## src/vna_pkg.sv

```systemverilog
// Shared types, constants and helper functions for the vertex normal accumulator.
// No dependencies; every other file except vna_ram imports this package.
`default_nettype none

package vna_pkg;

  localparam int COORD_W  = 16;
  localparam int INDEX_W  = 12;
  localparam int EDGE_W   = COORD_W + 1;
  localparam int PROD_W   = 2 * EDGE_W;
  localparam int CROSS_W  = PROD_W + 1;
  localparam int NORMAL_W = 48;

  typedef enum logic [1:0] {
    OP_WRITE = 2'd0,
    OP_FACE  = 2'd1,
    OP_READ  = 2'd2
  } vna_op_t;

  typedef enum logic [3:0] {
    ST_CLEAR,
    ST_IDLE,
    ST_RD_A,
    ST_RD_B,
    ST_RD_C,
    ST_MUL,
    ST_CROSS,
    ST_ACC_A,
    ST_ACC_B,
    ST_ACC_C,
    ST_RD_N,
    ST_RESP
  } vna_state_t;

  typedef struct packed {
    logic [1:0]                op;
    logic [INDEX_W-1:0]        vertex_index;
    logic signed [COORD_W-1:0] pos_x;
    logic signed [COORD_W-1:0] pos_y;
    logic signed [COORD_W-1:0] pos_z;
    logic [INDEX_W-1:0]        corner_a;
    logic [INDEX_W-1:0]        corner_b;
    logic [INDEX_W-1:0]        corner_c;
  } vna_in_t;

  typedef struct packed {
    logic signed [NORMAL_W-1:0] normal_x;
    logic signed [NORMAL_W-1:0] normal_y;
    logic signed [NORMAL_W-1:0] normal_z;
  } vna_out_t;

  // one stored position
  typedef struct packed {
    logic signed [COORD_W-1:0] x;
    logic signed [COORD_W-1:0] y;
    logic signed [COORD_W-1:0] z;
  } vna_vec_t;

  // one stored normal
  typedef struct packed {
    logic signed [NORMAL_W-1:0] x;
    logic signed [NORMAL_W-1:0] y;
    logic signed [NORMAL_W-1:0] z;
  } vna_norm_t;

  typedef struct packed {
    logic signed [CROSS_W-1:0] x;
    logic signed [CROSS_W-1:0] y;
    logic signed [CROSS_W-1:0] z;
  } vna_cross_t;

  // controls for the cross product datapath
  typedef struct packed {
    logic load_pa;
    logic load_pb;
    logic mul_en;
    logic cross_en;
  } vna_xctl_t;

  // controls for the normal update
  typedef struct packed {
    logic we;
    logic fwd;
  } vna_actl_t;

  function automatic logic signed [NORMAL_W-1:0] sat_sub(
    input logic signed [NORMAL_W-1:0] acc,
    input logic signed [CROSS_W-1:0]  d
  );
    logic signed [NORMAL_W:0]   diff;
    logic signed [NORMAL_W-1:0] res;
    diff = (NORMAL_W+1)'(acc) - (NORMAL_W+1)'(d);
    if (diff[NORMAL_W] != diff[NORMAL_W-1]) begin
      res = diff[NORMAL_W] ? {1'b1, {(NORMAL_W-1){1'b0}}} : {1'b0, {(NORMAL_W-1){1'b1}}};
    end else begin
      res = diff[NORMAL_W-1:0];
    end
    return res;
  endfunction

endpackage

`default_nettype wire

```

## src/vna_accum.sv

```systemverilog
// Saturating normal update with forwarding of the previous corner's write.
// Depends on vna_pkg.
`default_nettype none

module vna_accum
  import vna_pkg::*;
(
  input  wire logic       clk,
  input  wire vna_actl_t  ctl,
  input  wire vna_norm_t  rdata,
  input  wire vna_cross_t xprod,
  output vna_norm_t       wdata
);

  vna_norm_t last_r;
  vna_norm_t base;

  // a repeated corner was read before the previous write landed
  assign base = ctl.fwd ? last_r : rdata;

  always_comb begin
    wdata.x = sat_sub(base.x, xprod.x);
    wdata.y = sat_sub(base.y, xprod.y);
    wdata.z = sat_sub(base.z, xprod.z);
  end

  always_ff @(posedge clk) begin
    if (ctl.we) begin
      last_r <= wdata;
    end
  end

endmodule

`default_nettype wire

```

## config.mk

```make
export PLATFORM = sky130hd
export DESIGN_NAME = vna_accum
export DESIGN_NICKNAME = d
export VERILOG_FILES = /design/src/vna_pkg.sv /design/src/vna_accum.sv
export SDC_FILE = /design/constraint.sdc
export NUM_CORES = 1
export LEC_CHECK = 0
export BUFFER_PORTS_ARGS = -buffer_cell sky130_fd_sc_hd__buf_2
export CAP_MARGIN = 20
export CORE_ASPECT_RATIO = 0.5
export CORE_MARGIN = 2
export CORE_UTILIZATION = 45
export CTS_BUF_LIST = sky130_fd_sc_hd__clkbuf_2 sky130_fd_sc_hd__clkbuf_4 sky130_fd_sc_hd__clkbuf_8
export CTS_CLUSTER_DIAMETER = 200
export CTS_CLUSTER_SIZE = 12
export DETAILED_ROUTE_END_ITERATION = 8
export PLACE_DENSITY_LB_ADDON = 0.3
export REMOVE_ABC_BUFFERS = 1
export SLEW_MARGIN = 20
export SYNTH_ARGS = -nofsm -noshare
export SYNTH_HDL_FRONTEND = slang
export SYNTH_SLANG_ARGS = --single-unit
```

## constraint.sdc

```tcl
create_clock -name clk -period 7.94 [get_ports clk]
set_input_delay 1.191 -clock clk [delete_from_list [all_inputs] [get_ports clk]]
set_output_delay 1.191 -clock clk [all_outputs]
set_load 0.02 [all_outputs]
```

==> out/summary.txt, run 1 <==
Layout Skew - 0.0147 ns
worst r2r path cells - 14
EDFF count, synth - 144
CTS resizes - 0
hold_buf cts - 0
unique cell type count in the Yosys netlist - 85
Startpoint Class - input port
Cells after Synth - 1803
Clock Tree Root - clkbuf_8
Cell Area, Synth - 0.0159 mm²
I/O Buffers - 395
vias in the first global route - 14391
pin count of the biggest net entering global routing - 85
Max-Slew Margin vs Limit - 0.333
Post-DP Area - 0.0181 mm²
commonest cells after routing, fill and taps aside - buf_2, a21oi_1, ha_1
final hold vios - 0
TritonCTS Buffers - 17
commonest non-fill, non-tap cell in the layout - buf_2
worst setup path endpoint - wdata[51]
WL per Instance - 17.8 µm
DRC - 0
GP Congestion - 0.914
DIE AREA - 0.0369 mm²
CP top delay family - compound AO/OA/AOI/OAI gates
Storage cell area - 0.00432 mm²
DP HPWL - 36.7 mm
antenna violations before repair - 9
Worst Path Buf+Inv - 5
crit path DAT - 6.03 ns
Slowest-stage cell, CP - a221oi_1
Total GRT Usage - 0.245
DRT antenna net count - 0
DRT Wirelength - 47.0 mm
fin crit period - 7.22 ns
Reg2Reg Setup Slack - 3.30 ns
Post-CTS Setup Bufs - 0
Avg Cell Area, Syn - 8.80 µm²
Max Cap Viol - 0
CP max FO - 53
layout cells sized above 1 - 0.300
CTS max path bufs - 2
Largest register FFs - 144
CTS tree - built
first-pass GRT wire length - 72.4 mm
reg-to-reg startpoint - last_r[96]
Die Width - 270 µm
Layout area overhead - 16.9%
post-layout util - 0.537
synth warn - 0
worst slew pin tran - 1.00 ns
Hold Path Class - flop to flop
TNS Setup - 0 ns
RSZ-0062 raised after global routing - false
Sw Ratio - 0.510
clock share of power - 0.090
worst setup path startpoint - ctl[0]
Flop pwr share - 0.201
Largest regs - last_r: 144 flops
power per cell area - 388 mW/mm²
Critical Path Sink Type - output pin
Setup-failing EPs final - 0
P_int - 3.53 mW
status - completed
Final Cell Area - 0.0186 mm²
Most used DFF post-synth - edfxtp_1
Multi-input gate area - 0.0105 mm²
Crit Path Class - input port to output pin
WP depth - 18
total power - 7.20 mW
max-slew violation count - 0
vias - 14898
#FFs+latches synth - 144
Peak VDD IR - 0.184 mV
# IOs - 396
Rows - 48
Clk pin slew, worst setup/hold paths - 0.09 ns
final worst path period share - 0.909
Core ar. - 0.0346 mm²
Req. time, crit path - 6.75 ns
Synth async-reset ratio - 0
Fmax - 139 MHz
nets@finish - 2542
initial DRC count - 1005
first-pass iteration count of the detailed router - 8
die height - 137 µm
Top reg by flops - last_r
Comb pwr share - 0.708
Critical R2R Capture - last_r[110]
via density per instance - 5.65
initial core utilization - 0.459
H-tree depth - 4
clock latency at the later pin of the worst-skew pair - 0.50 ns
Switching Power - 3.67 mW
Pleak - 8.27 nW
sequential share of the synthesized area - 0.272
Num Clock Sinks - 144
grt total ovfl - 0
Worst path max stage delay - 0.61 ns
crit-path cells - buf_6 -> buf_12 -> mux2i_1 -> ha_1 -> inv_1 -> fa_1 -> a21o_1 -> a221oi_1 -> or3_1 -> a21oi_1 -> o2111ai_1 -> nand3_1 -> nand4_1 -> a32oi_4 -> nand2_2 -> buf_4 -> o21ai_0 -> buf_2
fill cell count - 3357
kinds of logic after synthesis:
logic type | synth area share
AOI/OAI and AO/OA | 0.245
and+or+nand+nor | 0.122
buffers and inverters | 0.0632
adders and majority gates | 0.122
muxes | 0.102
DFF | 0.272
xor gates and xnor gates | 0.0732
worst min-delay path: cells and delay by family, from the launching register on:
kind	cells	cell delay, ns
adder cells (fa/ha/maj)	1	0.14
multiplexers	1	0.14
flip-flops	1	0.38
AO/OA/AOI/OAI	1	0.07
power by group through the flow:
stage               Sequential, mW  Combinational [mW]  Clock, mW
floorplan                     1.44                3.56          0
global placement              1.45                5.03          0
detailed placement            1.47                5.05          0
CTS                           1.45                5.09      0.663
global route                  1.48                5.53      0.688
finish                        1.45                5.10      0.650
layer usage:
metal | share of wire | routed length, µm | global-route usage | vias up
met5 | 0.00028 | 13 | 0 | -
met4 | 0.029 | 1350 | 0.0948 | 2
met3 | 0.044 | 2060 | 0.0375 | 89
met2 | 0.52 | 24400 | 0.465 | 416
met1 | 0.41 | 19200 | 0.279 | 7050
li1 | - | - | - | 7341
final cells by class:
cell class                      instances  share of cell area
Multi-Input combinational cell       1427               0.568
Clock inverter                         11             0.00755
Inverter                              139              0.0281
Clock buffer                           21              0.0142
Timing Repair Buffer                  411               0.116
Sequential cell                       144               0.233
Antenna cell                            9             0.00121
Tap cell                              475              0.0320
cells in the mapped netlist (5+ instances only):
cell type	instances	share of area
o41ai_1	6	0.0033
o21ai_2	27	0.015
o211ai_1	10	0.0047
o21a_1	12	0.0057
and3_1	11	0.0043
a21oi_2	10	0.0055
nand4_1	36	0.014
a21o_1	82	0.039
nor2_1	95	0.022
o21ai_0	120	0.038
xnor2_1	74	0.041
nand2_1	109	0.026
a211oi_1	12	0.0057
a21oi_1	212	0.067
ha_1	147	0.12
o31ai_1	14	0.0066
a221oi_1	7	0.0039
and2_1	9	0.0035
or4_1	5	0.0024
nor4_1	6	0.0024
xor2_1	55	0.030
a31oi_1	13	0.0051
buf_2	16	0.0050
nand3_1	37	0.012
buf_6	8	0.0057
edfxtp_1	144	0.27
inv_1	139	0.033
mux2_2	141	0.10
clkbuf_1	59	0.014
nor3_1	29	0.0091
nor2b_1	15	0.0059
a2111oi_0	5	0.0028
o21bai_1	29	0.014
or2_2	5	0.0020
nand2b_1	13	0.0051
how the worst min path moves through the flow:
stage	from	end	slack, ns	cells past startpoint
finish	last_r[0]	last_r[0]	0.89	3
CTS	last_r[0]	last_r[0]	0.89	3
floorplan	last_r[48]	last_r[48]	0.91	3
global route	last_r[0]	last_r[0]	0.94	3
global placement	last_r[0]	last_r[0]	0.86	3
detailed placement	last_r[0]	last_r[0]	0.88	3
through the flow:
stage	hold WS, ns	worst slack (ns)	std cells
after floorplan	0.915	1.72	1710
after global placement	0.858	0.799	2596
after detailed placement	0.876	0.712	2596
after CTS	0.890	0.708	2628
after global routing	0.938	0.346	2636
final	0.894	0.721	2637
Note: power is estimated with default switching activity, not from simulation.
==> run 2, diff against run 1 <==
==> constraint.sdc (replaced) <==
create_clock -name clk -period 7.9 [get_ports clk]
set_input_delay 1.185 -clock clk [delete_from_list [all_inputs] [get_ports clk]]
set_output_delay 1.185 -clock clk [all_outputs]
set_load 0.02 [all_outputs]
==> run 2 against run 1 <==
Effect of this change: clock-buffer cell count down 1; critical path depth down 2; first-iteration DRC count rose by 4.0%; combinational power barely moved; sequential share of layout area about the same; sequential cell count did not move; setup slack got worse by 0.046 ns; cell count did not move; sequential power barely moved; non-clock buffer count stayed put; critical endpoint is now wdata[46]; largest power group unchanged.
==> out/summary.txt, run 2 (synthesis results as in run 1) <==
status - completed
commonest cells after routing, fill and taps aside - buf_2, a21oi_1, ha_1
Reg2Reg Setup Slack - 3.28 ns (-0.02 ns)
clock share of power - 0.094 (+0.004)
crit path DAT - 6.04 ns (about the same)
CTS max path bufs - 2 (unchanged)
layout cells sized above 1 - 0.300 (-0.000325)
reg-to-reg startpoint - last_r[96]
Startpoint Class - input port
Worst Path Buf+Inv - 5 (unchanged)
Hold Path Class - flop to flop
Sw Ratio - 0.506 (-0.00317)
Worst path max stage delay - 0.58 ns (-0.03 ns)
Critical R2R Capture - last_r[127]
power per cell area - 390 mW/mm² (+0.52%)
CTS resizes - 0 (unchanged)
max-slew violation count - 0 (unchanged)
fin crit period - 7.22 ns
Fmax - 138 MHz
Comb pwr share - 0.704 (-0.004)
Core ar. - 0.0346 mm² (unchanged)
WP depth - 16 (-2)
hold_buf cts - 0 (unchanged)
antenna violations before repair - 11 (+2)
Setup-failing EPs final - 0 (unchanged)
hold slack - 0.876 ns (-0.0177 ns)
Flop pwr share - 0.202 (about the same)
worst setup path endpoint - wdata[46]
Largest register FFs - 144 (unchanged)
Num Clock Sinks - 144 (unchanged)
Post-CTS Setup Bufs - 0 (unchanged)
RSZ-0062 raised after global routing - false
H-tree depth - 4 (unchanged)
crit-path cells - buf_6 -> buf_12 -> buf_12 -> mux2_2 -> ha_1 -> nand2_1 -> or2_1 -> a2111oi_2 -> o21ai_1 -> a211oi_2 -> o21ai_1 -> xnor2_2 -> nor2_2 -> buf_4 -> o41ai_1 -> buf_2
Slowest-stage cell, CP - o41ai_1
CTS tree - built
Max Cap Viol - 0 (unchanged)
Die Width - 270 µm (unchanged)
first-pass GRT wire length - 72.6 mm (+0.26%)
via density per instance - 5.61 (-0.67%)
Total GRT Usage - 0.246 (+0.000909)
grt total ovfl - 0 (unchanged)
commonest non-fill, non-tap cell in the layout - buf_2
clock latency at the later pin of the worst-skew pair - 0.51 ns (about the same)
Req. time, crit path - 6.71 ns (-0.04 ns)
Layout area overhead - 17.0%
nets@finish - 2542 (unchanged)
Layout Skew - 0.0146 ns (-0.0000954 ns)
worst setup path startpoint - ctl[0]
I/O Buffers - 395 (unchanged)
DRC - 0 (unchanged)
vias in the first global route - 14466 (+0.52%)
Peak VDD IR - 0.206 mV (+12%)
Rows - 48 (unchanged)
DRT Wirelength - 46.6 mm (-0.88%)
Switching Power - 3.67 mW (about the same)
Largest regs - last_r: 144 flops
TritonCTS Buffers - 17 (unchanged)
Max-Slew Margin vs Limit - 0.402 (+0.0687)
DP HPWL - 36.8 mm (+0.21%)
worst r2r path cells - 14 (unchanged)
initial core utilization - 0.459 (unchanged)
final worst path period share - 0.915
Clock Tree Root - clkbuf_8
pin count of the biggest net entering global routing - 85 (unchanged)
Pleak - 8.27 nW (about the same)
Critical Path Sink Type - output pin
WL per Instance - 17.7 µm (-0.88%)
initial DRC count - 1045 (+4.0%)
Top reg by flops - last_r
vias - 14798 (-0.67%)
die height - 137 µm (unchanged)
Crit Path Class - input port to output pin
Clk pin slew, worst setup/hold paths - 0.09 ns (about the same)
GP Congestion - 0.920 (+0.62%)
CP top delay family - compound AO/OA/AOI/OAI gates
CP max FO - 53 (unchanged)
first-pass iteration count of the detailed router - 7 (-1)
final hold vios - 0 (unchanged)
# IOs - 396 (unchanged)
worst slew pin tran - 0.897 ns (-0.103 ns)
DRT antenna net count - 0 (unchanged)
TNS Setup - 0 ns (unchanged)
P_int - 3.58 mW (+1.3%)
DIE AREA - 0.0369 mm² (unchanged)
[run 2: worst min path at each step]
stage / endpoint / slack (ns) / cells after the start / start
global placement: last_r[0] / 0.85 / 3 / last_r[0]
detailed placement: last_r[0] / 0.86 / 3 / last_r[0]
finish: last_r[0] / 0.88 / 3 / last_r[0]
CTS: last_r[0] / 0.87 / 3 / last_r[0]
global route: last_r[0] / 0.93 / 3 / last_r[0]
floorplan: last_r[48] / 0.91 / 3 / last_r[48]
[run 2: worst register-to-register path, cell delays in order, from the launching register on]
cell and delay (ns):
edfxtp_1 0.38, mux2i_1 0.14, ha_1 0.20, inv_1 0.07, fa_1 0.45, a211oi_1 0.32
o21bai_1 0.16, a211oi_1 0.28, o21a_1 0.21, o31ai_1 0.17, a221oi_1 0.81, o41ai_4 0.24
nand2_2 0.32, buf_4 0.38, o21ai_0 0.21
[run 2: per-stage QoR]
step / power [mW] / cells / utilization / area [µm²] / worst slack [ns]
after CTS: 7.26 / 2627 / 0.536 / 18600 / 0.589
after detailed placement: 6.56 / 2596 / 0.524 / 18100 / 0.627
after floorplan: 5.02 / 1710 / - / 15400 / 1.69
after global placement: 6.52 / 2596 / 0.524 / 18100 / 0.645
final: 7.25 / 2637 / 0.537 / 18600 / 0.675
after global routing: 7.77 / 2637 / 0.537 / 18600 / 0.283
[run 2: routing by layer]
layer  GRT usage  vias to the layer above  share of wire
met5           0                        -        0.00028
met4      0.0969                        2          0.030
met3      0.0405                       81          0.040
met2       0.458                      409           0.52
met1       0.284                     6973           0.41
li1            -                     7333              -
[run 2: final cells by class]
cell class / count / area, µm²
Fill cell: 3324 / 16000
Clock buffer: 20 / 256
Timing Repair Buffer: 411 / 2150
Multi-Input combinational cell: 1427 / 10500
Sequential cell: 144 / 4320
Antenna cell: 10 / 25.0
Tap cell: 475 / 594
Inverter: 139 / 522
Clock inverter: 11 / 164
[run 2: power groups by stage]
stage,clock network [mW],registers (mW),logic (mW)
2_1_floorplan,0,1.45,3.58
3_3_place_gp,0,1.46,5.05
3_5_place_dp,0,1.48,5.08
4_1_cts,0.692,1.46,5.11
5_1_grt,0.719,1.50,5.55
6_report,0.680,1.46,5.10
==> run 3, diff against run 2 <==
--- a/config.mk
+++ b/config.mk
@@ -5,6 +5,7 @@
 export SDC_FILE = /design/constraint.sdc
 export NUM_CORES = 1
 export LEC_CHECK = 0
+export ABC_AREA = 1
 export BUFFER_PORTS_ARGS = -buffer_cell sky130_fd_sc_hd__buf_2
 export CAP_MARGIN = 20
 export CORE_ASPECT_RATIO = 0.5
==> run 3 against run 2 <==
Effect of this change: sequential cell count unchanged; worst hold slack improved by 0.018 ns; sequential power decreased by 4%; first-iteration DRC count increased by 5.9%; critical endpoint is now wdata[34].
==> out/summary.txt, run 3 <==
Fmax - 154 MHz (+11%)
TritonCTS Buffers - 17 (unchanged)
Cell Area, Synth - 0.0193 mm² (+22%)
top-area cell type share of the netlist area - 0.224 (-0.0484)
status - completed
multiplexer share of the synthesized area - 0.0838 (-0.0181)
RSZ-0062 raised after global routing - false
DP HPWL - 58.4 mm (+59%)
via density per instance - 5.08 (-9.4%)
CP max FO - 56 (+5.7%)
Peak VDD IR - 0.171 mV (-17%)
final hold vios - 0 (unchanged)
CTS tree - built
Synth async-reset ratio - 0 (unchanged)
Die Width - 297 µm (+10%)
commonest cells after routing, fill and taps aside - nand2_1, inv_1, buf_2
crit path DAT - 5.31 ns (-0.73 ns)
vias - 20166 (+36%)
DRT Wirelength - 69.0 mm (+48%)
sequential share of the synthesized area - 0.224 (-0.0484)
fin crit period - 6.49 ns (-0.731 ns)
Max-Slew Margin vs Limit - 0.421 (+0.0193)
first-pass iteration count of the detailed router - 5 (-2)
total power - 7.26 mW (+0.24%)
Top reg by flops - last_r
Crit Path Class - input port to output pin
Rows - 53 (+10%)
largest family of logic cells by synthesized area - simple AND/OR/NAND/NOR gates
CTS resizes - 0 (unchanged)
Setup-failing EPs final - 0 (unchanged)
grt total ovfl - 0 (unchanged)
final worst slack - 1.41 ns (+0.731 ns)
Layout Skew - 0.0193 ns (+0.00475 ns)
final worst path period share - 0.822 (-0.0926)
worst slew pin tran - 0.865 ns (-0.0321 ns)
#FFs+latches synth - 144 (unchanged)
TNS Setup - 0 ns (unchanged)
synth cell count leaders - nand2_1, inv_1, nor2_1, a21oi_1, ha_1
Cells after Synth - 2998 (+66%)
Clk pin slew, worst setup/hold paths - 0.09 ns (about the same)
hold_buf cts - 0 (unchanged)
nets@finish - 3779 (+49%)
Synth Area in Compound Gates - 0.0939 (-0.151)
Pleak - 11.9 nW (+44%)
DRT antenna net count - 0 (unchanged)
vias in the first global route - 20050 (+39%)
Layout area overhead - 14.5%
antenna violations before repair - 1 (-10)
# IOs - 396 (unchanged)
first-pass GRT wire length - 106 mm (+46%)
adder-cell share of the synthesized area - 0.0984 (-0.0238)
Clock Tree Root - clkbuf_8
Most used DFF post-synth - edfxtp_1
Yosys top cell by area - edfxtp_1
Max Cap Viol - 0 (unchanged)
Critical Path Sink Type - output pin
clock latency at the later pin of the worst-skew pair - 0.53 ns (+0.02 ns)
pin count of the biggest net entering global routing - 83 (-2.4%)
Total GRT Usage - 0.304 (+0.0580)
WL per Instance - 17.4 µm (-1.7%)
max-slew violation count - 0 (unchanged)
EDFF count, synth - 144 (unchanged)
GP Congestion - 0.969 (+5.3%)
Hold Path Class - flop to flop
Startpoint Class - input port
CTS max path bufs - 2 (unchanged)
unique cell type count in the Yosys netlist - 34 (-60%)
I/O Buffers - 395 (unchanged)
die height - 150 µm (+10%)
commonest non-fill, non-tap cell in the layout - nand2_1
Largest register FFs - 144 (unchanged)
simple logic cell fraction of the synthesized area - 0.331 (+0.209)
initial DRC count - 1107 (+5.9%)
most common cell in the netlist - nand2_1
DRC - 0 (unchanged)
XOR/XNOR Fraction of Synth Area - 0.0436 (-0.0297)
power per cell area - 328 mW/mm² (-16%)
Avg Cell Area, Syn - 6.44 µm² (-27%)
DIE AREA - 0.0447 mm² (+21%)
initial core utilization - 0.458 (-0.00116)
Req. time, crit path - 6.71 ns (about the same)
synth warn - 0 (unchanged)
H-tree depth - 4 (unchanged)
Largest regs - last_r: 144 flops
cells taking the most area after synthesis - edfxtp_1, nand2_1, inv_1
Core ar. - 0.0422 mm² (+22%)
Setup WS pre-CTS - 1.31 ns (+0.686 ns)
Post-CTS Setup Bufs - 0 (unchanged)
layout cells sized above 1 - 0.196 (-0.104)
Num Clock Sinks - 144 (unchanged)
-- run 3: changes by cell type after synthesis, moves of 29 or more --
cell	change
a21o_1	-82
nand2_1	+906
nor2_1	+145
nand3_1	+58
clkbuf_1	-49
nand2_2	+29
a21oi_1	-35
xnor2_1	-41
inv_1	+397
-- run 3: layout make-up --
cell class | instances | area [µm²]
Clock buffer | 17 | 234
Fill cell | 4510 | 20100
Inverter | 552 | 2070
Multi-Input combinational cell | 2259 | 12600
Tap cell | 577 | 722
Timing Repair Buffer | 403 | 2050
Antenna cell | 1 | 2.50
Clock inverter | 15 | 149
Sequential cell | 144 | 4320
-- run 3: cells by family after synthesis --
kind of cell / Yosys count
DFF: 144
muxes: 144
xor gates and xnor gates: 96
adders and majority gates: 150
AOI/OAI and AO/OA: 339
buffers and inverters: 595
and+or+nand+nor: 1530
-- run 3: worst paths after layout --
kind | startpoint | cells after the start | endpoint | slack [ns]
worst min register to register | last_r[1] | 4 | last_r[1] | 0.89
worst max register to register | last_r[96] | 17 | last_r[100] | 4.22
worst max-delay path | ctl[0] | 15 | wdata[34] | 1.41
worst min-delay path | last_r[1] | 4 | last_r[1] | 0.89
-- run 3: critical path: stages --
cell and delay (ns):
buf_6 0.38, buf_4 0.44, mux2_2 0.38, ha_1 0.33
a21oi_1 0.28, o21ai_0 0.30, a21oi_1 0.26, nand2_1 0.10
nand2_1 0.09, nand3_1 0.09, nand2_2 0.10, nand2_4 0.07
nand2_2 0.64, o21ai_0 0.30, buf_2 0.24
-- run 3: through the flow --
stage	util	cell area, µm²	hold slack, ns	cells
after CTS	0.524	22100	0.896	3967
after detailed placement	0.515	21700	0.865	3935
after global routing	0.524	22100	0.927	3968
after global placement	0.515	21700	0.860	3935
final	0.524	22100	0.894	3968
after floorplan	-	19000	0.961	2955
-- run 3: routing by layer --
| layer | vias up | global-route usage | wire, µm |
|---|---|---|---|
| li1 | 10298 | - | - |
| met1 | 9276 | 0.345 | 28400 |
| met2 | 472 | 0.584 | 35500 |
| met3 | 120 | 0.0352 | 2390 |
| met4 | 0 | 0.121 | 2610 |
| met5 | - | 0 | 0 |
-- run 3: where the power goes --
group | total [mW] | leakage (nW) | internal, mW | switching, mW
Sequential | 1.40 | 1.42 | 1.32 | 0.0718
Combinational | 5.23 | 10.3 | 1.64 | 3.59
Clock | 0.636 | 0.196 | 0.258 | 0.378
