--- config.mk ---
export PLATFORM = sky130hd
export DESIGN_NAME = vna_ctrl
export DESIGN_NICKNAME = d
export VERILOG_FILES = /design/src/vna_pkg.sv /design/src/vna_ctrl.sv
export SDC_FILE = /design/constraint.sdc
export NUM_CORES = 1
export LEC_CHECK = 0
export BUFFER_PORTS_ARGS = -buffer_cell sky130_fd_sc_hd__buf_4
export CORE_AREA = 2 2 306 308
export CTS_CLUSTER_DIAMETER = 200
export CTS_CLUSTER_SIZE = 28
export DETAILED_ROUTE_END_ITERATION = 8
export DIE_AREA = 0 0 308 310
export GPL_ROUTABILITY_DRIVEN = 0
export PLACE_DENSITY = 0.32
export SYNTH_ARGS = -nofsm -noshare
export SYNTH_HDL_FRONTEND = slang
export SYNTH_SLANG_ARGS = --single-unit
--- constraint.sdc ---
create_clock -name clk -period 11.1 [get_ports clk]
set_input_delay 0.555 -clock clk [delete_from_list [all_inputs] [get_ports clk]]
set_output_delay 0.555 -clock clk [all_outputs]
set_load 0.05 [all_outputs]
--- src/vna_pkg.sv ---
// Shared types, constants and helper functions for the vertex normal accumulator.
// No dependencies; every other file except vna_ram imports this package.
`default_nettype none

package vna_pkg;

  localparam int COORD_W  = 16;
  localparam int INDEX_W  = 12;
  localparam int EDGE_W   = COORD_W + 1;
  localparam int PROD_W   = 2 * EDGE_W;
  localparam int CROSS_W  = PROD_W + 1;
  localparam int NORMAL_W = 48;

  typedef enum logic [1:0] {
    OP_WRITE = 2'd0,
    OP_FACE  = 2'd1,
    OP_READ  = 2'd2
  } vna_op_t;

  typedef enum logic [3:0] {
    ST_CLEAR,
    ST_IDLE,
    ST_RD_A,
    ST_RD_B,
    ST_RD_C,
    ST_MUL,
    ST_CROSS,
    ST_ACC_A,
    ST_ACC_B,
    ST_ACC_C,
    ST_RD_N,
    ST_RESP
  } vna_state_t;

  typedef struct packed {
    logic [1:0]                op;
    logic [INDEX_W-1:0]        vertex_index;
    logic signed [COORD_W-1:0] pos_x;
    logic signed [COORD_W-1:0] pos_y;
    logic signed [COORD_W-1:0] pos_z;
    logic [INDEX_W-1:0]        corner_a;
    logic [INDEX_W-1:0]        corner_b;
    logic [INDEX_W-1:0]        corner_c;
  } vna_in_t;

  typedef struct packed {
    logic signed [NORMAL_W-1:0] normal_x;
    logic signed [NORMAL_W-1:0] normal_y;
    logic signed [NORMAL_W-1:0] normal_z;
  } vna_out_t;

  // one stored position
  typedef struct packed {
    logic signed [COORD_W-1:0] x;
    logic signed [COORD_W-1:0] y;
    logic signed [COORD_W-1:0] z;
  } vna_vec_t;

  // one stored normal
  typedef struct packed {
    logic signed [NORMAL_W-1:0] x;
    logic signed [NORMAL_W-1:0] y;
    logic signed [NORMAL_W-1:0] z;
  } vna_norm_t;

  typedef struct packed {
    logic signed [CROSS_W-1:0] x;
    logic signed [CROSS_W-1:0] y;
    logic signed [CROSS_W-1:0] z;
  } vna_cross_t;

  // controls for the cross product datapath
  typedef struct packed {
    logic load_pa;
    logic load_pb;
    logic mul_en;
    logic cross_en;
  } vna_xctl_t;

  // controls for the normal update
  typedef struct packed {
    logic we;
    logic fwd;
  } vna_actl_t;

  function automatic logic signed [NORMAL_W-1:0] sat_sub(
    input logic signed [NORMAL_W-1:0] acc,
    input logic signed [CROSS_W-1:0]  d
  );
    logic signed [NORMAL_W:0]   diff;
    logic signed [NORMAL_W-1:0] res;
    diff = (NORMAL_W+1)'(acc) - (NORMAL_W+1)'(d);
    if (diff[NORMAL_W] != diff[NORMAL_W-1]) begin
      res = diff[NORMAL_W] ? {1'b1, {(NORMAL_W-1){1'b0}}} : {1'b0, {(NORMAL_W-1){1'b1}}};
    end else begin
      res = diff[NORMAL_W-1:0];
    end
    return res;
  endfunction

endpackage

`default_nettype wire

--- src/vna_ctrl.sv ---
// Sequencer: transaction register, clearing pass, memory addressing and result register.
// Depends on vna_pkg.
`default_nettype none

module vna_ctrl
  import vna_pkg::*;
#(
  parameter int VERTEX_DEPTH = 4096
) (
  input  wire logic                            clk,
  input  wire logic                            rst_n,
  input  wire logic                            in_valid,
  output logic                                 in_ready,
  input  wire vna_in_t                         in_data,
  output logic                                 out_valid,
  input  wire logic                            out_ready,
  output vna_out_t                             out_data,
  output logic                                 pos_we,
  output logic [$clog2(VERTEX_DEPTH)-1:0]      pos_waddr,
  output vna_vec_t                             pos_wdata,
  output logic [$clog2(VERTEX_DEPTH)-1:0]      pos_raddr,
  output logic                                 norm_we,
  output logic [$clog2(VERTEX_DEPTH)-1:0]      norm_waddr,
  output vna_norm_t                            norm_wdata,
  output logic [$clog2(VERTEX_DEPTH)-1:0]      norm_raddr,
  input  wire vna_norm_t                       norm_rdata,
  input  wire vna_norm_t                       acc_wdata,
  output vna_xctl_t                            xctl,
  output vna_actl_t                            actl
);

  localparam int AW = $clog2(VERTEX_DEPTH);
  localparam logic [AW-1:0] LAST_ADDR = AW'(VERTEX_DEPTH - 1);

  vna_state_t    state_r, state_nxt;
  logic [AW-1:0] clr_cnt_r, clr_cnt_nxt;
  vna_in_t       item_r;
  logic          rd_ok_r;
  logic          out_valid_r, out_valid_nxt;
  vna_out_t      out_data_r;

  logic          accept;
  logic          out_load;
  logic          idx_ok_in;
  logic          face_ok_in;
  logic [AW-1:0] addr_a, addr_b, addr_c, addr_idx;

  assign accept     = in_valid && in_ready;
  assign idx_ok_in  = 32'(in_data.vertex_index) < VERTEX_DEPTH;
  assign face_ok_in = (32'(in_data.corner_a) < VERTEX_DEPTH)
                   && (32'(in_data.corner_b) < VERTEX_DEPTH)
                   && (32'(in_data.corner_c) < VERTEX_DEPTH);

  assign addr_a   = AW'(item_r.corner_a);
  assign addr_b   = AW'(item_r.corner_b);
  assign addr_c   = AW'(item_r.corner_c);
  assign addr_idx = AW'(item_r.vertex_index);

  // next state
  always_comb begin
    state_nxt = state_r;
    case (state_r)
      ST_CLEAR: begin
        if (clr_cnt_r == LAST_ADDR) begin
          state_nxt = ST_IDLE;
        end
      end
      ST_IDLE: begin
        if (accept) begin
          case (in_data.op)
            OP_FACE: state_nxt = face_ok_in ? ST_RD_A : ST_IDLE;
            OP_READ: state_nxt = ST_RD_N;
            default: state_nxt = ST_IDLE;
          endcase
        end
      end
      ST_RD_A:  state_nxt = ST_RD_B;
      ST_RD_B:  state_nxt = ST_RD_C;
      ST_RD_C:  state_nxt = ST_MUL;
      ST_MUL:   state_nxt = ST_CROSS;
      ST_CROSS: state_nxt = ST_ACC_A;
      ST_ACC_A: state_nxt = ST_ACC_B;
      ST_ACC_B: state_nxt = ST_ACC_C;
      ST_ACC_C: state_nxt = ST_IDLE;
      ST_RD_N:  state_nxt = ST_RESP;
      ST_RESP: begin
        if (!out_valid_r || out_ready) begin
          state_nxt = ST_IDLE;
        end
      end
      default:  state_nxt = ST_CLEAR;
    endcase
  end

  // outputs
  always_comb begin
    in_ready   = 1'b0;
    pos_we     = 1'b0;
    pos_waddr  = AW'(in_data.vertex_index);
    pos_wdata  = '{x: in_data.pos_x, y: in_data.pos_y, z: in_data.pos_z};
    pos_raddr  = addr_a;
    norm_we    = 1'b0;
    norm_waddr = addr_a;
    norm_wdata = acc_wdata;
    norm_raddr = addr_idx;
    xctl       = '0;
    actl       = '0;
    out_load   = 1'b0;
    case (state_r)
      ST_CLEAR: begin
        norm_we    = 1'b1;
        norm_waddr = clr_cnt_r;
        norm_wdata = '0;
      end
      ST_IDLE: begin
        in_ready = 1'b1;
        pos_we   = in_valid && (in_data.op == OP_WRITE) && idx_ok_in;
      end
      ST_RD_A: pos_raddr = addr_a;
      ST_RD_B: begin
        pos_raddr    = addr_b;
        xctl.load_pa = 1'b1;
      end
      ST_RD_C: begin
        pos_raddr    = addr_c;
        xctl.load_pb = 1'b1;
      end
      ST_MUL:  xctl.mul_en = 1'b1;
      ST_CROSS: begin
        xctl.cross_en = 1'b1;
        norm_raddr    = addr_a;
      end
      ST_ACC_A: begin
        norm_raddr = addr_b;
        norm_we    = 1'b1;
        norm_waddr = addr_a;
        actl.we    = 1'b1;
      end
      ST_ACC_B: begin
        norm_raddr = addr_c;
        norm_we    = 1'b1;
        norm_waddr = addr_b;
        actl.we    = 1'b1;
        actl.fwd   = (addr_b == addr_a);
      end
      ST_ACC_C: begin
        norm_we    = 1'b1;
        norm_waddr = addr_c;
        actl.we    = 1'b1;
        actl.fwd   = (addr_c == addr_b);
      end
      ST_RD_N: norm_raddr = addr_idx;
      ST_RESP: begin
        norm_raddr = addr_idx;
        out_load   = !out_valid_r || out_ready;
      end
      default: begin
        in_ready = 1'b0;
      end
    endcase
  end

  always_comb begin
    clr_cnt_nxt = (state_r == ST_CLEAR) ? clr_cnt_r + 1'b1 : clr_cnt_r;
    if (out_load) begin
      out_valid_nxt = 1'b1;
    end else if (out_ready) begin
      out_valid_nxt = 1'b0;
    end else begin
      out_valid_nxt = out_valid_r;
    end
  end

  always_ff @(posedge clk) begin
    if (!rst_n) begin
      state_r     <= ST_CLEAR;
      clr_cnt_r   <= '0;
      out_valid_r <= 1'b0;
    end else begin
      state_r     <= state_nxt;
      clr_cnt_r   <= clr_cnt_nxt;
      out_valid_r <= out_valid_nxt;
    end
  end

  always_ff @(posedge clk) begin
    if (accept) begin
      item_r  <= in_data;
      rd_ok_r <= idx_ok_in;
    end
    if (out_load) begin
      out_data_r <= rd_ok_r ? vna_out_t'(norm_rdata) : '0;
    end
  end

  assign out_valid = out_valid_r;
  assign out_data  = out_data_r;

endmodule

`default_nettype wire

==> metrics.md, run 1 <==
| Metric | Value |
|---|---|
| Arrival time at the worst endpoint | 3960 ps |
| Die ar. | 95480 um^2 |
| Post-synthesis xor/xnor area fraction | 0.01714 |
| Maximum achievable frequency | 261.1 MHz |
| Pin count of the biggest net entering global routing | 142 |
| Die boundary height | 310 um |
| Combinational family with the most area after synthesis | simple AND/OR/NAND/NOR gates |
| Clock transition at path regs | 120 ps |
| Die width | 308 um |
| Number of hold-slack violations in the final timing report | 0 |
| Number of iterations in the first detailed-routing pass | 5 |
| DPL Wire Length | 55290 um |
| Class of the most critical setup path | register to register |
| Antenna violations before repair | 9 |
| Number of top-level pins | 784 |
| Final Cell Area | 15700 um^2 |
| Maximum level of the CTS H-tree | 1 |
| Placeable core region | 92490 um^2 |
| First-pass GRT wire length | 81770 um |
| Maximum buffer depth of the clock tree | 3 |
| Tightest slew margin relative to the limit | 0.2230 |
| Worst Hold Launch | norm_rdata[120] |
| Final setup skew | 22.91 ps |
| Transition time at the pin with the least slew margin | 1166 ps |
| Final Net Count | 1710 |
| Met3 Usage GRT | 0.05190 |
| Final setup viols | 0 |
| Detailed-route wire length | 64560 um |
| Multi-input combinational cell area | 2487 um^2 |
| Drc violations | 0 |
| Data required time of the worst path | 11230 ps |
| Type of element launching the critical path | register |
| Cell area after synthesis | 9196 um^2 |
| Layout filler cell count | 10265 |
| Synth Area in Simple Gates | 0.1626 |
| Crit path time final | 3830 ps |
| Clk sinks | 209 |
| Effective utilization at floorplan | 0.09943 |
| Source-to-sink clock delay at the later pin of the worst-skew pair | 510 ps |
| Launching element of the worst setup path | state_r[1] |
| Resize count post-CTS | 0 |
| Synthesized Nets | 1095 |
| Count of warnings emitted by yosys | 0 |
| Met1 Use GR | 0.1101 |
| Post-Route Hold Slack | 213.7 ps |
| DR vias | 8283 |
| Setup repair bufs after CTS | 0 |
| Clock tree from TritonCTS | done |
| Final total negative setup slack | 0 ps |
| Post-route total power | 0.003678 W |
| Layout overhead on the synthesized area | 70.69% |
| Proportion of synthesized area in mux cells | 0.001088 |
| Leakage | 6.447 nW |
| Mean area per synthesized cell | 13.10 um^2 |
| Proportion of layout cells with a drive suffix above 1 | 0.5489 |
| Flip-flop and latch area | 6106 um^2 |
| Routed Antenna Nets | 0 |
| Outcome | completed |
| Number of synthesized register bits | 209 |
| Mean routed wirelength per cell | 25.65 um |
| Highest-utilization routing layer at the global route stage | met2 |
| GR Layer Usage met2 | 0.2629 |
| Worst flop-to-flop path startpoint | state_r[1] |
| Vias in the first global route | 8782 |
| Highest fanout seen on the critical path | 67 |
| Fraction of the mapped netlist area in compound gates | 0.08000 |
| Unrepaired setup endpoints after global routing | no |
| Power Density | 234.3 nW/um^2 |
| Placement Rows | 112 |
| Max capacitance violation total | 0 |
| Total CTS buffers | 11 |
| Portion of the post-synthesis area used by sequential elements | 0.6639 |
| Post-cts hold buffer count | 0 |
| Via-per-instance ratio | 3.291 |
| Final count of pins violating max slew | 0 |
| Number of violations reported at the end of detailed-routing iteration 0 | 317 |
| Cells after Synth | 702 |
| Cell chosen for the clock root | sky130_fd_sc_hd__clkbuf_16 |
| Flop2flop setup slack | 7270 ps |
| Final worst-path cycle share | 0.3450 |
| Share of synthesized cell area in full adder, half adder and majority cells | 0.004082 |
| Post-place instance area | 15390 um^2 |
| Number of distinct standard cells referenced by the synthesized netlist | 48 |
| Class of the tightest hold or removal check | input port to register |
| Count of buffers inserted at the top-level ports | 687 |
| Congestion Overflow GR | 0 |
| Endpoint kind of the worst setup timing path | register |
| IR Drop Worst-Case VDD | 0.1324 mV |
| Total Routing Usage GR | 0.1261 |
-- area by class of cell --
type	instances	share of cell area
timing repair buffer	697	0.3333
antenna	1	0.0001594
clock inverter	2	0.001116
clock buffer	13	0.01801
sequential	209	0.3890
inverter	19	0.004543
tap	1197	0.09541
multi-input combinational	379	0.1585
-- path summary, 6_finish.rpt --
check | endpoint | cells after the start
hold reg to reg | clr_cnt_r[1] | 2
setup / recovery | out_data[21] | 5
setup reg to reg | out_data[21] | 5
hold / removal | out_data[120] | 1
-- routing by layer --
layer	wire (um)	up-vias	part of all wire
met5	27	-	0.00042
li1	-	3682	-
met4	1271	4	0.020
met1	19620	4003	0.30
met2	36750	546	0.57
met3	6890	48	0.11
-- registers in the layout, indices dropped and copies added (netlist names) --
name / cells
addr_a: 12
out_data: 144
out_valid: 1
state_r: 4
addr_b: 12
addr_idx: 12
addr_c: 12
clr_cnt_r: 12
-- cells in the final DEF (no fill, tap or decap), types with 3 or more instances in the layout --
cell | Yosys | routed
sky130_fd_sc_hd__nand2_1 | 38 | 38
sky130_fd_sc_hd__clkbuf_16 | 0 | 11
sky130_fd_sc_hd__inv_1 | 19 | 19
sky130_fd_sc_hd__dfxtp_1 | 17 | 17
sky130_fd_sc_hd__nand2b_1 | 12 | 12
sky130_fd_sc_hd__o21ai_0 | 14 | 14
sky130_fd_sc_hd__xor2_1 | 6 | 6
sky130_fd_sc_hd__nand4_1 | 4 | 4
sky130_fd_sc_hd__nor3_1 | 6 | 3
sky130_fd_sc_hd__xnor2_1 | 12 | 12
sky130_fd_sc_hd__and2_1 | 154 | 153
sky130_fd_sc_hd__a21oi_1 | 14 | 14
sky130_fd_sc_hd__ha_1 | 3 | 3
sky130_fd_sc_hd__a222oi_1 | 13 | 13
sky130_fd_sc_hd__and3_1 | 3 | 3
sky130_fd_sc_hd__nor3_2 | 1 | 4
sky130_fd_sc_hd__buf_4 | 60 | 697
sky130_fd_sc_hd__edfxtp_1 | 192 | 192
sky130_fd_sc_hd__or3_1 | 4 | 4
sky130_fd_sc_hd__a221o_1 | 13 | 13
sky130_fd_sc_hd__nor2_1 | 19 | 17
sky130_fd_sc_hd__a22o_1 | 8 | 8
sky130_fd_sc_hd__nand3_1 | 8 | 8
sky130_fd_sc_hd__a22oi_1 | 12 | 12
sky130_fd_sc_hd__nor4_1 | 4 | 3
sky130_fd_sc_hd__o22ai_1 | 4 | 4
-- worst max-delay path, cell delays in order (launching register included) --
cell and delay, ps:
sky130_fd_sc_hd__dfxtp_1 670, sky130_fd_sc_hd__nand2_1 270, sky130_fd_sc_hd__or2_2 390, sky130_fd_sc_hd__nor2b_4 390, sky130_fd_sc_hd__buf_4 740, sky130_fd_sc_hd__buf_4 820
-- where the power goes --
| group | total [W] | leakage [nW] | switching (W) | internal (W) |
|---|---|---|---|---|
| sequential | 0.000992 | 1.87 | 0.0000731 | 0.000919 |
| combinational | 0.00222 | 4.43 | 0.00161 | 0.000615 |
| clock | 0.000462 | 0.147 | 0.000275 | 0.000187 |
-- cell usage after synthesis (all sizes together) --
master / n / area [um^2]
a211oi: 2 / 15.01
a21boi: 4 / 30.02
a21oi: 14 / 70.07
a221o: 13 / 130.1
a222oi: 13 / 130.1
a22o: 8 / 70.07
a22oi: 12 / 90.09
a32oi: 1 / 8.760
and2: 154 / 963.4
and3: 3 / 18.77
and4bb: 1 / 12.51
buf: 62 / 459.2
clkbuf: 33 / 123.9
dfxtp: 17 / 340.3
edfxtp: 192 / 5766
ha: 3 / 37.54
inv: 19 / 71.32
mux2i: 1 / 10.01
nand2: 38 / 142.6
nand2b: 12 / 75.07
nand3: 8 / 40.04
nand3b: 1 / 7.510
nand4: 4 / 25.02
nor2: 19 / 71.32
nor2b: 2 / 12.51
nor3: 7 / 40.04
nor4: 4 / 25.02
o2111ai: 2 / 17.52
o211a: 1 / 10.01
o21ai: 14 / 70.07
o21bai: 1 / 7.510
o221ai: 2 / 17.52
o22ai: 4 / 25.02
o2bb2ai: 2 / 17.52
o311ai: 1 / 8.760
o32ai: 1 / 8.760
o41ai: 1 / 8.760
or2: 1 / 6.260
or3: 4 / 25.02
or4: 2 / 18.77
or4bb: 1 / 11.26
xnor2: 12 / 105.1
xor2: 6 / 52.55
-- kinds of logic after synthesis --
family                     Yosys count
xor gates and xnor gates            18
and+or+nand+nor                    261
buffers and inverters              114
AOI/OAI and AO/OA                   96
muxes                                1
DFF                                209
adders and majority gates            3
-- per-stage QoR --
step	cells	util	setup slack, ps
detailed placement	2501	0.1665	7244
CTS	2516	0.1697	7218
floorplan	702	-	2978
global route	2516	0.1697	6907
global placement	2501	0.1665	7347
finish	2517	0.1697	7270
Note: power is estimated with default switching activity, not from simulation.
==> run 2, diff against run 1 <==
--- a/config.mk
+++ b/config.mk
@@ -12,7 +12,7 @@
 export DETAILED_ROUTE_END_ITERATION = 8
 export DIE_AREA = 0 0 308 310
 export GPL_ROUTABILITY_DRIVEN = 0
-export PLACE_DENSITY = 0.32
+export PLACE_DENSITY = 0.33
 export SYNTH_ARGS = -nofsm -noshare
 export SYNTH_HDL_FRONTEND = slang
 export SYNTH_SLANG_ARGS = --single-unit
==> constraint.sdc (replaced) <==
create_clock -name clk -period 3.25 [get_ports clk]
set_input_delay 0.1625 -clock clk [delete_from_list [all_inputs] [get_ports clk]]
set_output_delay 0.1625 -clock clk [all_outputs]
set_load 0.05 [all_outputs]
==> metrics.md, run 2 (synthesis gave the netlist of run 1 again) <==
| Metric | Value |
|---|---|
| Type of element launching the critical path | register |
| Power Density | 720.8 nW/um^2 (+210%) |
| Cells on worst reg2reg path | 6 (+1) |
| Outcome | completed |
| Layout filler cell count | 10124 (-1.4%) |
| Placement Rows | 112 (unchanged) |
| Die width | 308 um (unchanged) |
| Number of violations reported at the end of detailed-routing iteration 0 | 451 (+42%) |
| Maximum achievable frequency | 327.6 MHz |
| Post-place setup slack | 348.2 ps (-6896 ps) |
| Mean routed wirelength per cell | 24.77 um (-3.4%) |
| Worst flop-to-flop path startpoint | clr_cnt_r[0] |
| Total CTS buffers | 11 (unchanged) |
| IR Drop Worst-Case VDD | 0.3445 mV (+160%) |
| Total met2 wirelength after detailed routing | 38620 um (+5.1%) |
| Number of iterations in the first detailed-routing pass | 5 (unchanged) |
| Drc violations | 0 (unchanged) |
| Number of cells in the finished layout apart from fillers | 2728 (+8.4%) |
| Final Cell Area | 17820 um^2 (+14%) |
| Highest fanout seen on the critical path | 13 (-81%) |
| Final worst-path cycle share | 0.9392 |
| Arrival time at the worst endpoint | 2890 ps (-1070 ps) |
| Final count of pins violating max slew | 0 (unchanged) |
| Congestion Overflow GR | 0 (unchanged) |
| Clock transition at path regs | 130 ps (about the same) |
| Vias in the first global route | 9829 (+12%) |
| Antenna violations before repair | 13 (+4) |
| Clock tree from TritonCTS | done |
| WL met1 | 20640 um (+5.2%) |
| Maximum level of the CTS H-tree | 1 (unchanged) |
| Combined buffer and inverter count along the critical path | 1 (-1) |
| Max capacitance violation total | 0 (unchanged) |
| Worst min-delay path endpoint | state_r[3] |
| Fin worst setup slack | 197.5 ps (-7073 ps) |
| Tightest slew margin relative to the limit | 0.5003 (+0.2773) |
| Total Routing Usage GR | 0.1335 (+0.007381) |
| Die boundary height | 310 um (unchanged) |
| Number of flip-flops in the largest register | 144 (unchanged) |
| Endpoint kind of the worst setup timing path | primary output |
| Post-route total power | 0.01285 W (+250%) |
| Delay of the slowest critical-path stage | 650 ps (-170 ps) |
| Launching element of the worst setup path | state_r[0] |
| Class of the tightest hold or removal check | input port to register |
| DR vias | 9138 (+10%) |
| Transition time at the pin with the least slew margin | 749.5 ps (-416.0 ps) |
| Data required time of the worst path | 3090 ps (-8140 ps) |
| Crit path time final | 3052 ps |
| Highest-count cells in the layout ignoring fill and taps | sky130_fd_sc_hd__buf_4, sky130_fd_sc_hd__dlygate4sd3_1, sky130_fd_sc_hd__edfxtp_1 |
| Die ar. | 95480 um^2 (unchanged) |
| Detailed-route wire length | 67580 um (+4.7%) |
| Maximum buffer depth of the clock tree | 3 (unchanged) |
| Setup repair bufs after CTS | 0 (unchanged) |
| Post-place instance area | 15550 um^2 (+1.0%) |
| DPL Wire Length | 57730 um (+4.4%) |
| Source-to-sink clock delay at the later pin of the worst-skew pair | 500 ps (about the same) |
| Via-per-instance ratio | 3.350 (+1.8%) |
| Proportion of layout cells with a drive suffix above 1 | 0.4849 (-0.06395) |
| Routed Antenna Nets | 0 (unchanged) |
| Count of buffers inserted at the top-level ports | 687 (unchanged) |
| Layout overhead on the synthesized area | 93.80% |
| Pin count of the biggest net entering global routing | 98 (-31%) |
| Number of stages on the worst hold path | 3 (+2) |
| Number of hold-slack violations in the final timing report | 0 (unchanged) |
| Critical path cell sequence | or4bb_4 -> mux2i_1 -> a32oi_1 -> o2111ai_1 -> a211oi_2 -> buf_4 |
| Uppermost signal routing layer after detailed routing | met5 |
| Placeable core region | 92490 um^2 (unchanged) |
| Cell chosen for the clock root | sky130_fd_sc_hd__clkbuf_16 |
| Unrepaired setup endpoints after global routing | no |
| Effective utilization at floorplan | 0.09943 (unchanged) |
| Flop2flop setup slack | 920 ps (-6350 ps) |
| First-pass GRT wire length | 86430 um (+5.7%) |
| Clk sinks | 209 (unchanged) |
| Library cell contributing the largest single delay on the critical path | sky130_fd_sc_hd__or4bb_4 |
| Leakage | 7.348 nW (+14%) |
| # placed instances | 2514 (+0.52%) |
| Total met3 wirelength after detailed routing | 5692 um (-17%) |
| Final setup viols | 0 (unchanged) |
| Class of the most critical setup path | register to primary output |
| Final Net Count | 1917 (+12%) |
| End of the worst register-to-register path | state_r[1] |
| Most common cell after layout, fill and taps aside | sky130_fd_sc_hd__buf_4 |
| Number of top-level pins | 784 (unchanged) |
| Worst Hold Launch | in_valid |
| Final setup skew | 30.79 ps (+7.882 ps) |
| Category of cells accounting for the largest share of critical-path delay | compound AO/OA/AOI/OAI gates |
==> run 2: per-layer routing <==
metal  track usage  vias up
li1              -     4099
met1        0.1171     4370
met2        0.2796      583
met3       0.03944       72
met4       0.04753       14
met5             0        -
==> run 2: per-stage QoR <==
step | setup TNS [ps] | hold WS, ps | util
floorplan | -13850 | 261.4 | -
global placement | 0 | 325.6 | 0.1681
detailed placement | 0 | 325.6 | 0.1681
CTS | 0 | 120.9 | 0.1925
global route | 0 | 169.4 | 0.1927
finish | 0 | 166.9 | 0.1927
==> run 2: what timing repair did <==
| action | in CTS | in global routing |
|---|---|---|
| resized for setup | 1 | 4 |
| endpoints found under the setup margin | 1 | 1 |
| hold endpoints to repair | 208 | 0 |
| pin swaps | 0 | 1 |
| hold buffers | 194 | 0 |
==> run 2: how the worst max path moves through the flow <==
stage                  endpoint  cells past startpoint
floorplan           out_data[0]                      4
global placement        actl[0]                      5
detailed placement      actl[0]                      6
CTS                     actl[0]                      6
global route            actl[0]                      6
finish                  actl[0]                      6
==> run 2: layout make-up <==
type	count	area, um^2	area share
antenna	3	7.507	0.0004212
inverter	19	71.32	0.004002
clock buffer	16	294.0	0.01650
sequential	209	6113	0.3430
multi-input combinational	379	2500	0.1403
timing repair buffer	904	7322	0.4108
tap	1197	1498	0.08404
clock inverter	1	16.27	0.0009127
==> run 2: tightest hold or removal path: cells and delay by family <==
family | cells | cell delay, ps
compound gates | 2 | 360
buf+inv | 1 | 100
==> run 2: power breakdown <==
part	total, W	internal, W	leakage, nW	switching [W]
clock	0.00160	0.000655	0.149	0.000942
combinational	0.00787	0.00230	5.33	0.00557
sequential	0.00338	0.00314	1.87	0.000236
